[config.mk]
export PLATFORM = sky130hd
export DESIGN_NAME = topic_level_analyser
export DESIGN_NICKNAME = d
export VERILOG_FILES = /design/src/hw/rtl/tla_pkg.sv /design/src/hw/rtl/tla_front.sv /design/src/hw/rtl/tla_back.sv /design/src/hw/rtl/topic_level_analyser.sv
export SDC_FILE = /design/constraint.sdc
export NUM_CORES = 1
export LEC_CHECK = 0
export ABC_AREA = 1
export BUFFER_PORTS_ARGS = -buffer_cell sky130_fd_sc_hd__buf_2
export CORE_ASPECT_RATIO = 1.5
export CORE_MARGIN = 2
export CORE_UTILIZATION = 25
export CTS_CLUSTER_DIAMETER = 40
export DETAILED_ROUTE_END_ITERATION = 10
export PLACE_DENSITY_LB_ADDON = 0.08
export RECOVER_POWER = 25
export SLEW_MARGIN = 20
export SYNTH_ARGS = -nofsm -noshare
export SYNTH_HDL_FRONTEND = slang
export SYNTH_SLANG_ARGS = --single-unit
[constraint.sdc]
create_clock -name clk -period 14.3 [get_ports clk]
set_clock_uncertainty 0.15 [all_clocks]
set_input_delay 0.715 -clock clk [delete_from_list [all_inputs] [get_ports clk]]
set_output_delay 0.715 -clock clk [all_outputs]
set_load 0.1 [all_outputs]
[src/hw/rtl/tla_pkg.sv]
package tla_pkg;

  localparam int TLA_MAX_TOPIC_LENGTH = 65535;
  localparam logic [15:0] TLA_MAX_DEPTH_RESET = 16'd32;

  // register word indexes
  localparam logic REG_MAX_DEPTH = 1'b0;

  localparam logic [7:0] CH_END = 8'h00;
  localparam logic [7:0] CH_SLASH = 8'h2F;
  localparam logic [7:0] CH_PLUS = 8'h2B;
  localparam logic [7:0] CH_HASH = 8'h23;
  localparam logic [7:0] CH_DOLLAR = 8'h24;

  // byte classes
  localparam logic [1:0] CLS_BYTE = 2'd0;
  localparam logic [1:0] CLS_SEP = 2'd1;
  localparam logic [1:0] CLS_END = 2'd2;

  // level kinds
  localparam logic [1:0] KIND_PLAIN = 2'd0;
  localparam logic [1:0] KIND_PLUS = 2'd1;
  localparam logic [1:0] KIND_HASH = 2'd2;

  typedef struct packed {
    logic [7:0] ch;
    logic [1:0] cls;
  } tok_t;

  typedef struct packed {
    logic [15:0] level_index;
    logic [15:0] level_start;
    logic [31:0] level_hash;
    logic [1:0]  level_kind;
    logic        last;
    logic [15:0] level_count;
    logic [15:0] wildcard_count;
    logic [15:0] multicard_count;
    logic        system_topic;
    logic        too_deep;
    logic [15:0] topic_length;
  } rec_t;

  function automatic logic [15:0] inc_sat16(input logic [15:0] v, input logic [15:0] limit);
    inc_sat16 = (v < limit) ? v + 16'd1 : limit;
  endfunction

endpackage

[src/hw/rtl/tla_front.sv]
module tla_front (
  input  logic          clk,
  input  logic          rst,
  input  logic          push,
  input  logic [7:0]    ch,
  output logic          full,
  output logic          tok_valid,
  output tla_pkg::tok_t tok,
  input  logic          tok_take
);
  import tla_pkg::*;

  tok_t       mem [2];
  logic       wr_ptr;
  logic       rd_ptr;
  logic [1:0] count;
  logic       wr_en;
  tok_t       tok_in;

  assign full = (count == 2'd2);
  assign tok_valid = (count != 2'd0);
  assign tok = mem[rd_ptr];
  assign wr_en = push && !full;

  always_comb begin
    tok_in.ch = ch;
    if (ch == CH_END) begin
      tok_in.cls = CLS_END;
    end else if (ch == CH_SLASH) begin
      tok_in.cls = CLS_SEP;
    end else begin
      tok_in.cls = CLS_BYTE;
    end
  end

  always_ff @(posedge clk) begin
    if (wr_en) begin
      mem[wr_ptr] <= tok_in;
    end
  end

  always_ff @(posedge clk) begin
    if (rst) begin
      wr_ptr <= 1'b0;
      rd_ptr <= 1'b0;
      count  <= 2'd0;
    end else begin
      if (wr_en) begin
        wr_ptr <= ~wr_ptr;
      end
      if (tok_take) begin
        rd_ptr <= ~rd_ptr;
      end
      count <= count + {1'b0, wr_en} - {1'b0, tok_take};
    end
  end

endmodule

[src/hw/rtl/tla_back.sv]
module tla_back #(
  parameter int MAX_TOPIC_LENGTH = tla_pkg::TLA_MAX_TOPIC_LENGTH
) (
  input  logic          clk,
  input  logic          rst,
  input  logic [15:0]   max_depth,
  input  logic          tok_valid,
  input  tla_pkg::tok_t tok,
  output logic          tok_take,
  output logic          empty,
  input  logic          pop,
  output tla_pkg::rec_t rec
);
  import tla_pkg::*;

  localparam logic [15:0] MaxPos = 16'(MAX_TOPIC_LENGTH);
  localparam logic [15:0] Sat16 = 16'hFFFF;

  logic [31:0] run_hash;
  logic [15:0] position;
  logic [15:0] start_of_level;
  logic [7:0]  first_byte_of_level;
  logic [1:0]  bytes_in_level;
  logic [15:0] levels_seen;
  logic [15:0] plus_levels;
  logic [15:0] hash_levels;
  logic        system_flag;

  rec_t        mem [2];
  logic        wr_ptr;
  logic        rd_ptr;
  logic [1:0]  count;
  logic        out_space;
  logic        is_byte;
  logic        rec_wr;
  logic        do_pop;

  logic [31:0] sc;
  logic [31:0] hash_next;
  logic [15:0] pos_inc;
  logic        one_byte;
  logic [15:0] levels_next;
  logic [15:0] plus_next;
  logic [15:0] hash_levels_next;
  logic        system_next;
  rec_t        rec_new;

  assign empty = (count == 2'd0);
  assign rec = mem[rd_ptr];
  assign do_pop = pop && !empty;
  assign out_space = (count != 2'd2) || do_pop;
  assign is_byte = (tok.cls == CLS_BYTE);
  assign tok_take = tok_valid && (is_byte || out_space);
  assign rec_wr = tok_take && !is_byte;

  assign sc = {{24{tok.ch[7]}}, tok.ch};
  // h * 65599 + c
  assign hash_next = sc + (run_hash << 6) + (run_hash << 16) - run_hash;
  assign pos_inc = inc_sat16(position, MaxPos);
  assign one_byte = (bytes_in_level == 2'd1);

  always_comb begin
    plus_next = plus_levels;
    hash_levels_next = hash_levels;
    rec_new.level_kind = KIND_PLAIN;
    if (one_byte && first_byte_of_level == CH_PLUS) begin
      rec_new.level_kind = KIND_PLUS;
      plus_next = inc_sat16(plus_levels, Sat16);
    end else if (one_byte && first_byte_of_level == CH_HASH) begin
      rec_new.level_kind = KIND_HASH;
      hash_levels_next = inc_sat16(hash_levels, Sat16);
    end
    levels_next = inc_sat16(levels_seen, Sat16);
    system_next = system_flag;
    if (levels_seen == 16'd0) begin
      system_next = (bytes_in_level != 2'd0) && (first_byte_of_level == CH_DOLLAR);
    end
    rec_new.level_index = levels_seen;
    rec_new.level_start = start_of_level;
    rec_new.level_hash = run_hash;
    rec_new.last = (tok.cls == CLS_END);
    rec_new.level_count = levels_next;
    rec_new.wildcard_count = plus_next;
    rec_new.multicard_count = hash_levels_next;
    rec_new.system_topic = system_next;
    rec_new.too_deep = (tok.cls == CLS_END) && (levels_next > max_depth);
    rec_new.topic_length = position;
  end

  always_ff @(posedge clk) begin
    if (rec_wr) begin
      mem[wr_ptr] <= rec_new;
    end
  end

  always_ff @(posedge clk) begin
    if (rst) begin
      wr_ptr <= 1'b0;
      rd_ptr <= 1'b0;
      count  <= 2'd0;
    end else begin
      if (rec_wr) begin
        wr_ptr <= ~wr_ptr;
      end
      if (do_pop) begin
        rd_ptr <= ~rd_ptr;
      end
      count <= count + {1'b0, rec_wr} - {1'b0, do_pop};
    end
  end

  always_ff @(posedge clk) begin
    if (rst) begin
      run_hash            <= '0;
      position            <= '0;
      start_of_level      <= '0;
      first_byte_of_level <= '0;
      bytes_in_level      <= '0;
      levels_seen         <= '0;
      plus_levels         <= '0;
      hash_levels         <= '0;
      system_flag         <= 1'b0;
    end else if (tok_take) begin
      if (is_byte) begin
        run_hash <= hash_next;
        if (bytes_in_level == 2'd0) begin
          first_byte_of_level <= tok.ch;
        end
        if (bytes_in_level != 2'd2) begin
          bytes_in_level <= bytes_in_level + 2'd1;
        end
        position <= pos_inc;
      end else if (tok.cls == CLS_END) begin
        // drop all topic state
        run_hash            <= '0;
        position            <= '0;
        start_of_level      <= '0;
        first_byte_of_level <= '0;
        bytes_in_level      <= '0;
        levels_seen         <= '0;
        plus_levels         <= '0;
        hash_levels         <= '0;
        system_flag         <= 1'b0;
      end else begin
        position            <= pos_inc;
        start_of_level      <= pos_inc;
        run_hash            <= '0;
        first_byte_of_level <= '0;
        bytes_in_level      <= '0;
        levels_seen         <= levels_next;
        plus_levels         <= plus_next;
        hash_levels         <= hash_levels_next;
        system_flag         <= system_next;
      end
    end
  end

endmodule

[src/hw/rtl/topic_level_analyser.sv]
// channel   | direction | handshake          | payload
// ----------+-----------+--------------------+---------------------------------------
// config    | in/out    | psel/penable/pready | paddr, pwdata, prdata (max_depth)
// byte in   | in        | push / full        | ch
// record    | out       | empty / pop        | level_index .. topic_length
//
// One byte per cycle while full is low: bytes pass the input queue to the level
// state unit, which updates the hash and counters for one byte each cycle unless
// a '/' or end finds the record queue full, and writes a record there on each
// '/' or end. Reset (rst, synchronous) empties both queues and clears the topic
// state; max_depth returns to 32. A stalled record output fills the two-entry
// record queue, then the two-entry byte queue, and only then raises full.
module topic_level_analyser #(
  parameter int MAX_TOPIC_LENGTH = tla_pkg::TLA_MAX_TOPIC_LENGTH
) (
  input  logic        clk,
  input  logic        rst,
  input  logic        psel,
  input  logic        penable,
  input  logic        pwrite,
  input  logic [2:0]  paddr,
  input  logic [31:0] pwdata,
  output logic [31:0] prdata,
  output logic        pready,
  input  logic        push,
  input  logic [7:0]  ch,
  output logic        full,
  output logic        empty,
  input  logic        pop,
  output logic [15:0] level_index,
  output logic [15:0] level_start,
  output logic [31:0] level_hash,
  output logic [1:0]  level_kind,
  output logic        last,
  output logic [15:0] level_count,
  output logic [15:0] wildcard_count,
  output logic [15:0] multicard_count,
  output logic        system_topic,
  output logic        too_deep,
  output logic [15:0] topic_length
);
  import tla_pkg::*;

  logic [15:0] max_depth;
  logic        tok_valid;
  tok_t        tok;
  logic        tok_take;
  rec_t        rec;

  assign pready = 1'b1;
  assign prdata = (paddr[2] == REG_MAX_DEPTH) ? {16'd0, max_depth} : 32'd0;

  always_ff @(posedge clk) begin
    if (rst) begin
      max_depth <= TLA_MAX_DEPTH_RESET;
    end else if (psel && penable && pwrite && pready && paddr[2] == REG_MAX_DEPTH) begin
      max_depth <= pwdata[15:0];
    end
  end

  tla_front u_front (
    .clk       (clk),
    .rst       (rst),
    .push      (push),
    .ch        (ch),
    .full      (full),
    .tok_valid (tok_valid),
    .tok       (tok),
    .tok_take  (tok_take)
  );

  tla_back #(
    .MAX_TOPIC_LENGTH (MAX_TOPIC_LENGTH)
  ) u_back (
    .clk       (clk),
    .rst       (rst),
    .max_depth (max_depth),
    .tok_valid (tok_valid),
    .tok       (tok),
    .tok_take  (tok_take),
    .empty     (empty),
    .pop       (pop),
    .rec       (rec)
  );

  assign level_index     = rec.level_index;
  assign level_start     = rec.level_start;
  assign level_hash      = rec.level_hash;
  assign level_kind      = rec.level_kind;
  assign last            = rec.last;
  assign level_count     = rec.level_count;
  assign wildcard_count  = rec.wildcard_count;
  assign multicard_count = rec.multicard_count;
  assign system_topic    = rec.system_topic;
  assign too_deep        = rec.too_deep;
  assign topic_length    = rec.topic_length;

endmodule

==> results.md, run 1 <==
* Routed WL at about 65000 microns
* Post-route ant nets at 0
* Port buffer count at 182
* Number of global-route vias before repair at between 15000 and 20000
* FF+latch area at between 0.01 and 0.015 sq mm
* Setup violators final at 0
* Area growth from synthesis to layout at 20.9%
* Gates resized, CTS repair at 0
* Post-synthesis sequential area ratio at 0.536
* Worst Tran Pin Value at roughly 2 ns
* Final nets at 2555
* FP Rows at approximately 130
* CP max stage cell: buf_4
* Worst Path Max Fanout at 60
* Run status: finished, violations left
* Largest net degree at the start of global routing at 70
* IO Pins at around 220
* Initial antenna violation count at 2
* Final HPWL DP at 46400 microns
* Fraction of layout cells with a size suffix above 1 at 0.196
* Setup Fix Bufs, Post-CTS at 0
* Clock sink total at approximately 440
* Global route overflow at 0
* Longest Clk Path Bufs at 3
* Final min period at roughly 5.5 ns
* Period utilization at 0.382
* Cells along the critical path: nand2_1, o21ai_1, nand2_2, nand2_2, o21ai_4, buf_4, inv_2, nand2_2, nor2_4, buf_4, buf_4
* # hold bufs at CTS at 0
* Number of synthesized flops with an enable pin at ~290
* Setup TNS at 0 ns
* Chip width at 244 microns
* Synth Warn # at 0
* Initial DRC count at between 700 and 800
* Post-synthesis cell area at 0.0216 sq mm
* Synth Flop Type: edfxtp_1
* Multi-input gate area at approximately 0.0085 sq mm
* Final max-slew violation count at 76
* H-Tree Depth at 3
* Critical Path End Type: flop
* Total inserted antenna cells at 0
* Final hold viol count at 0
* Worst EP arrival at about 5.5 ns
* Clk slew on worst S/H paths at around 0.050 ns
* Fillers at 8984
* Cell variety after synth at 45
* Crit start category: flop
* Max Freq at ~180 MHz
* DRC at 0
* Min-Delay Startpoint: pwdata[5]
* Cell taking the most area after synthesis: edfxtp_1
* Num CTS Buffers at between 70 and 80
* Worst skew pair latency at 0.61 ns
* Register bit total from synthesis at approximately 440
* Critical path's largest stage delay at between 0.9 and 1 ns
* RSZ-0062 raised after global routing: no
* Hold path depth at 3
* Failing checks: max-capacitance violations, max-slew violations
* CTS tree: yes
* Worst min path class: input pin to flop
* Max-Slew Margin vs Limit at -0.372
* CP Class: flop to flop
* Full die area at just under 0.09 sq mm
* 1st-pass router iterations at 4
* Synth Instances at 2179
* Synth top area share at 0.398
* Global-route wire length before repair at 97100 microns
* Syn Area/Cell at between 9 and 10 sq um
* Async set-or-reset flop fraction in the synthesized netlist at 0
* Vias post-DR at roughly 16000
* Root buf cell: clkbuf_16
* WL per Instance at about 18 microns
* Top cells by area, synth: edfxtp_1 (40%), dfxtp_1 (14%), nand2_1 (7.8%), mux2_2 (7.2%), inv_1 (5.5%)
* CP required at about 14 ns
* Gp weighted congestion at between 0.8 and 0.9
* Reg2Reg Depth at 11
* Max cap viols at 2
* Routed vias/inst at approximately 4.3
* Core area at 0.0860 sq mm
* Starting density of the core at 0.251
* Global Route Usage Sum at 0.145
* Die Ht at around 360 microns
cells in the mapped netlist (2+ instances only):
cell type  count
a21oi_1      111
a22o_1         5
a22oi_1        2
and3_1         2
buf_1          2
buf_2         13
buf_4         21
clkbuf_1      41
conb_1         2
dfxtp_1      149
edfxtp_1     286
fa_1          41
ha_1          78
inv_1        316
inv_2          3
mux2_2       139
nand2_1      449
nand2_2        4
nand3_1      106
nand3b_1       6
nand4_1       25
nor2_1       132
nor3_1        22
nor3_2         2
nor4_1         7
o211ai_1       5
o21a_1         3
o21ai_0      110
o21ai_1       21
o21bai_1       3
o22ai_1        9
or2_2         12
xnor2_1        8
xor2_1        33
per-stage QoR:
stage	worst slack [ns]	hold WS, ns	utilization	cells	cell area (sq um)
6_report	8.84	0.202	0.303	3583	26100
5_1_grt	8.25	0.194	0.303	3583	26100
4_1_cts	8.56	0.124	0.303	3582	26100
3_5_place_dp	8.59	0.280	0.276	3450	23700
3_3_place_gp	8.61	0.276	0.276	3450	23700
2_1_floorplan	6.80	0.270	-	2194	21700
state kept, by name (all words and copies together) (netlist names), 2 cells and up, named ones only:
signal / cells
u_back.run_hash: 32
u_back.first_byte_of_level: 8
max_depth: 16
u_back.count: 2
u_front.count: 2
u_back.plus_levels: 16
u_back.bytes_in_level: 2
u_back.hash_levels: 16
u_back.start_of_level: 16
u_back.position: 16
u_front.mem: 20
u_back.mem: 266
u_back.levels_seen: 16
cell families (layout without fill, tap and decap cells):
kind of cell | count (synthesis) | count (layout) | synth area share
XOR/XNOR | 41 | 41 | 0.0166
other | 2 | 17 | 0.000348
buffers and inverters | 397 | 647 | 0.0734
adder cells (fa/ha/maj) | 119 | 119 | 0.0832
multiplexers | 140 | 140 | 0.0729
flip-flops | 435 | 435 | 0.536
AO/OA/AOI/OAI | 274 | 274 | 0.0675
AND/OR/NAND/NOR | 771 | 771 | 0.150
final cells by class:
cell class	instances	area share
clock buffers	79	0.0716
clock inverters	53	0.0196
inverters	320	0.0460
multi-input cells	1362	0.326
flip-flops and latches	435	0.443
well taps	1139	0.0546
repair buffers	195	0.0387
cell usage in the layout, fill, tap and decap left out, types with 25 or more instances in the layout:
master | Yosys | routed
dfxtp_1 | 149 | 148
mux2_2 | 139 | 139
nand2_1 | 449 | 449
xor2_1 | 33 | 33
nand3_1 | 106 | 106
a21oi_1 | 111 | 111
nand4_1 | 25 | 25
clkbuf_16 | 0 | 73
inv_1 | 316 | 316
ha_1 | 78 | 78
o21ai_0 | 110 | 110
edfxtp_1 | 286 | 286
nor2_1 | 132 | 130
fa_1 | 41 | 41
buf_2 | 13 | 173
path summary, 6_finish.rpt:
path | endpoint | slack [ns]
worst max-delay path | u_back.mem[0][61]$_DFFE_PP_ | 8.84
worst min-delay path | max_depth[5]$_SDFFE_PP1P_ | 0.20
worst max register to register | u_back.mem[0][61]$_DFFE_PP_ | 8.84
worst min register to register | flop | 0.30
per-layer routing:
| metal | wire length (microns) | up-vias | global-route usage |
|---|---|---|---|
| met5 | 0 | - | 0 |
| met4 | 1870 | 0 | 0.0539 |
| met1 | 25300 | 7475 | 0.155 |
| li1 | - | 7685 | - |
| met2 | 35600 | 278 | 0.285 |
| met3 | 1970 | 99 | 0.0200 |
critical path: cells and delay by family (launching register included):
kind	cells	cell delay, ns
buf+inv	4	2.42
flops	1	0.67
compound gates	2	0.30
simple gates	5	1.41
Power of run 1 is left out: the tool's default activity adds up to more than one toggle a clock period on the data nets, which glitch-free logic cannot reach.
==> run 2, diff against run 1 <==
==> constraint.sdc (replaced) <==
create_clock -name clk -period 5.3 [get_ports clk]
set_clock_uncertainty 0.15 [all_clocks]
set_input_delay 0.265 -clock clk [delete_from_list [all_inputs] [get_ports clk]]
set_output_delay 0.265 -clock clk [all_outputs]
set_load 0.1 [all_outputs]
==> results.md, run 2 (synthesis gave the netlist of run 1 again) <==
* Port buffer count at 182 (unchanged)
* Run status: finished clean
* FP Rows at 132 (unchanged)
* DRC at 0 (unchanged)
* Initial DRC count at 685 (-6.2%)
* H-Tree Depth at 3 (unchanged)
* Largest net degree at the start of global routing at 134 (+91%)
* Post-Layout Inst Area at 0.0269 sq mm (+3.0%)
* Max cap viols at 0 (-2)
* Num CTS Buffers at 71 (-1.4%)
* Longest Clk Path Bufs at 3 (unchanged)
* Root buf cell: clkbuf_16
* Fraction of layout cells with a size suffix above 1 at 0.209 (+0.0133)
* Die Ht at 364 microns (unchanged)
* Global route overflow at 0 (unchanged)
* # hold bufs at CTS at 27 (+27)
* Full die area at 0.0888 sq mm (unchanged)
* Worst Path Max Fanout at 19 (-68%)
* Clock sink total at 435 (unchanged)
* Final max-slew violation count at 0 (-100%)
* Worst skew pair latency at 0.61 ns (about the same)
* Critical Path End Type: flop
* Area growth from synthesis to layout at 24.5%
* Routed vias/inst at 4.29 (-1.0%)
* Setup Fix Bufs, Post-CTS at 0 (unchanged)
* Total inserted antenna cells at 0 (unchanged)
* Max FFs per register at 266 (unchanged)
* Final HPWL DP at 46500 microns (+0.13%)
* Clk slew on worst S/H paths at 0.06 ns (about the same)
* Gates resized, CTS repair at 0 (unchanged)
* Setup violators final at 0 (unchanged)
* Most frequent cells in the layout: nand2_1 (449), inv_1 (316), edfxtp_1 (286), buf_2 (165), dfxtp_1 (148)
* Routed WL at 64600 microns (-0.17%)
* WL per Instance at 17.6 microns (-2.6%)
* Final min period at 4.13 ns (-1.32 ns)
* Global Route Usage Sum at 0.146 (+0.000409)
* Post-route ant nets at 0 (unchanged)
* 1st-pass router iterations at 4 (unchanged)
* Max-Slew Margin vs Limit at 0.124 (+0.497)
* Starting density of the core at 0.251 (unchanged)
* CP Class: flop to flop
* CP required at 5.68 ns (-8.69 ns)
* CTS tree: yes
* Fillers at 8957 (-0.30%)
* Number of global-route vias before repair at 16200 (+1.3%)
* Worst min path class: input pin to flop
* Worst Tran Pin Value at 1.32 ns (-0.739 ns)
* Final hold viol count at 0 (unchanged)
* IO Pins at 218 (unchanged)
* Period utilization at 0.780 (+0.398)
* Most common cell after layout, fill and taps aside: nand2_1
* Global-route wire length before repair at 97300 microns (+0.21%)
* Vias post-DR at 15800 (+1.4%)
* Biggest regs: u_back.mem: 266 flops, u_back.run_hash: 32 flops, u_front.mem: 20 flops
* Final nets at 2643 (+3.4%)
* Register name with the most flops: u_back.mem
* Setup TNS at 0 ns (unchanged)
* Chip width at 244 microns (unchanged)
* Worst EP arrival at 4.51 ns (-1.02 ns)
* DP Area at 0.0242 sq mm (+2.2%)
* Gp weighted congestion at 0.839 (-1.0%)
* Initial antenna violation count at 0 (-2)
* Max Freq at 242 MHz (+32%)
* Utilization after layout at 0.312 (+0.00909)
* Core area at 0.0860 sq mm (unchanged)
* RSZ-0062 raised after global routing: no
* Crit start category: flop
[run 2: cell types whose count changed in the layout (fill, tap and decap cells not counted), moves of 2 or more]
cell / previous run / this run
buf_4: 10 / 70
clkinv_2: 7 / 4
buf_2: 173 / 165
buf_12: 0 / 4
clkinv_1: 2 / 6
bufinv_16: 2 / 5
clkinvlp_4: 11 / 13
inv_6: 16 / 18
clkinv_4: 7 / 3
clkbuf_1: 15 / 21
dlygate4sd3_1: 0 / 27
clkinv_8: 2 / 0
[run 2: final cells by class]
class / count / area [sq um] / area share
flip-flops and latches: 435 / 11600 / 0.431
multi-input cells: 1362 / 8510 / 0.317
clock buffers: 76 / 1830 / 0.0680
repair buffers: 284 / 1770 / 0.0658
well taps: 1139 / 1430 / 0.0530
inverters: 320 / 1200 / 0.0447
clock inverters: 55 / 577 / 0.0215
[run 2: per-layer routing]
metal | wire, microns | vias to the layer above | GRT usage
met3 | 2040 | 113 | 0.0214
met1 | 24700 | 7513 | 0.154
li1 | - | 7850 | -
met5 | 0 | - | 0
met2 | 35600 | 280 | 0.282
met4 | 2340 | 0 | 0.0635
[run 2: worst max-delay path, cell delays in order, from the launching register on]
cell,delay (ns)
edfxtp_1,0.32
inv_1,0.04
nand2_1,0.04
o21ai_0,0.08
buf_4,0.19
inv_1,0.06
buf_4,0.30
buf_4,0.29
fa_1,0.44
ha_1,0.31
ha_1,0.35
nand2_1,0.15
nor2_1,0.23
nand3_1,0.11
nand3_1,0.22
nand3_1,0.25
nand3_1,0.15
nand3_1,0.17
a21oi_1,0.19
[run 2: worst paths after layout]
| check | startpoint | end | slack, ns | cells past startpoint |
|---|---|---|---|---|
| worst min register to register | u_back.rd_ptr$_SDFFE_PP0P_ | flop | 0.30 | 1 |
| worst min-delay path | push | u_front.wr_ptr$_SDFFE_PP0P_ | 0.03 | 5 |
| worst max register to register | u_front.mem[1][9]$_DFFE_PP_ | u_back.run_hash[27]$_SDFFE_PP0P_ | 1.17 | 18 |
| worst max-delay path | u_front.mem[1][9]$_DFFE_PP_ | u_back.run_hash[27]$_SDFFE_PP0P_ | 1.17 | 18 |
[run 2: through the flow]
stage | instances | setup WS (ns) | hold slack, ns
2_1_floorplan | 2194 | 0.0574 | 0.214
3_3_place_gp | 3513 | 1.20 | 0.281
3_5_place_dp | 3513 | 1.15 | 0.292
4_1_cts | 3671 | 1.12 | 0.000640
5_1_grt | 3671 | 0.912 | 0.0343
6_report | 3671 | 1.17 | 0.0280
Power of run 2 is left out for the same reason.
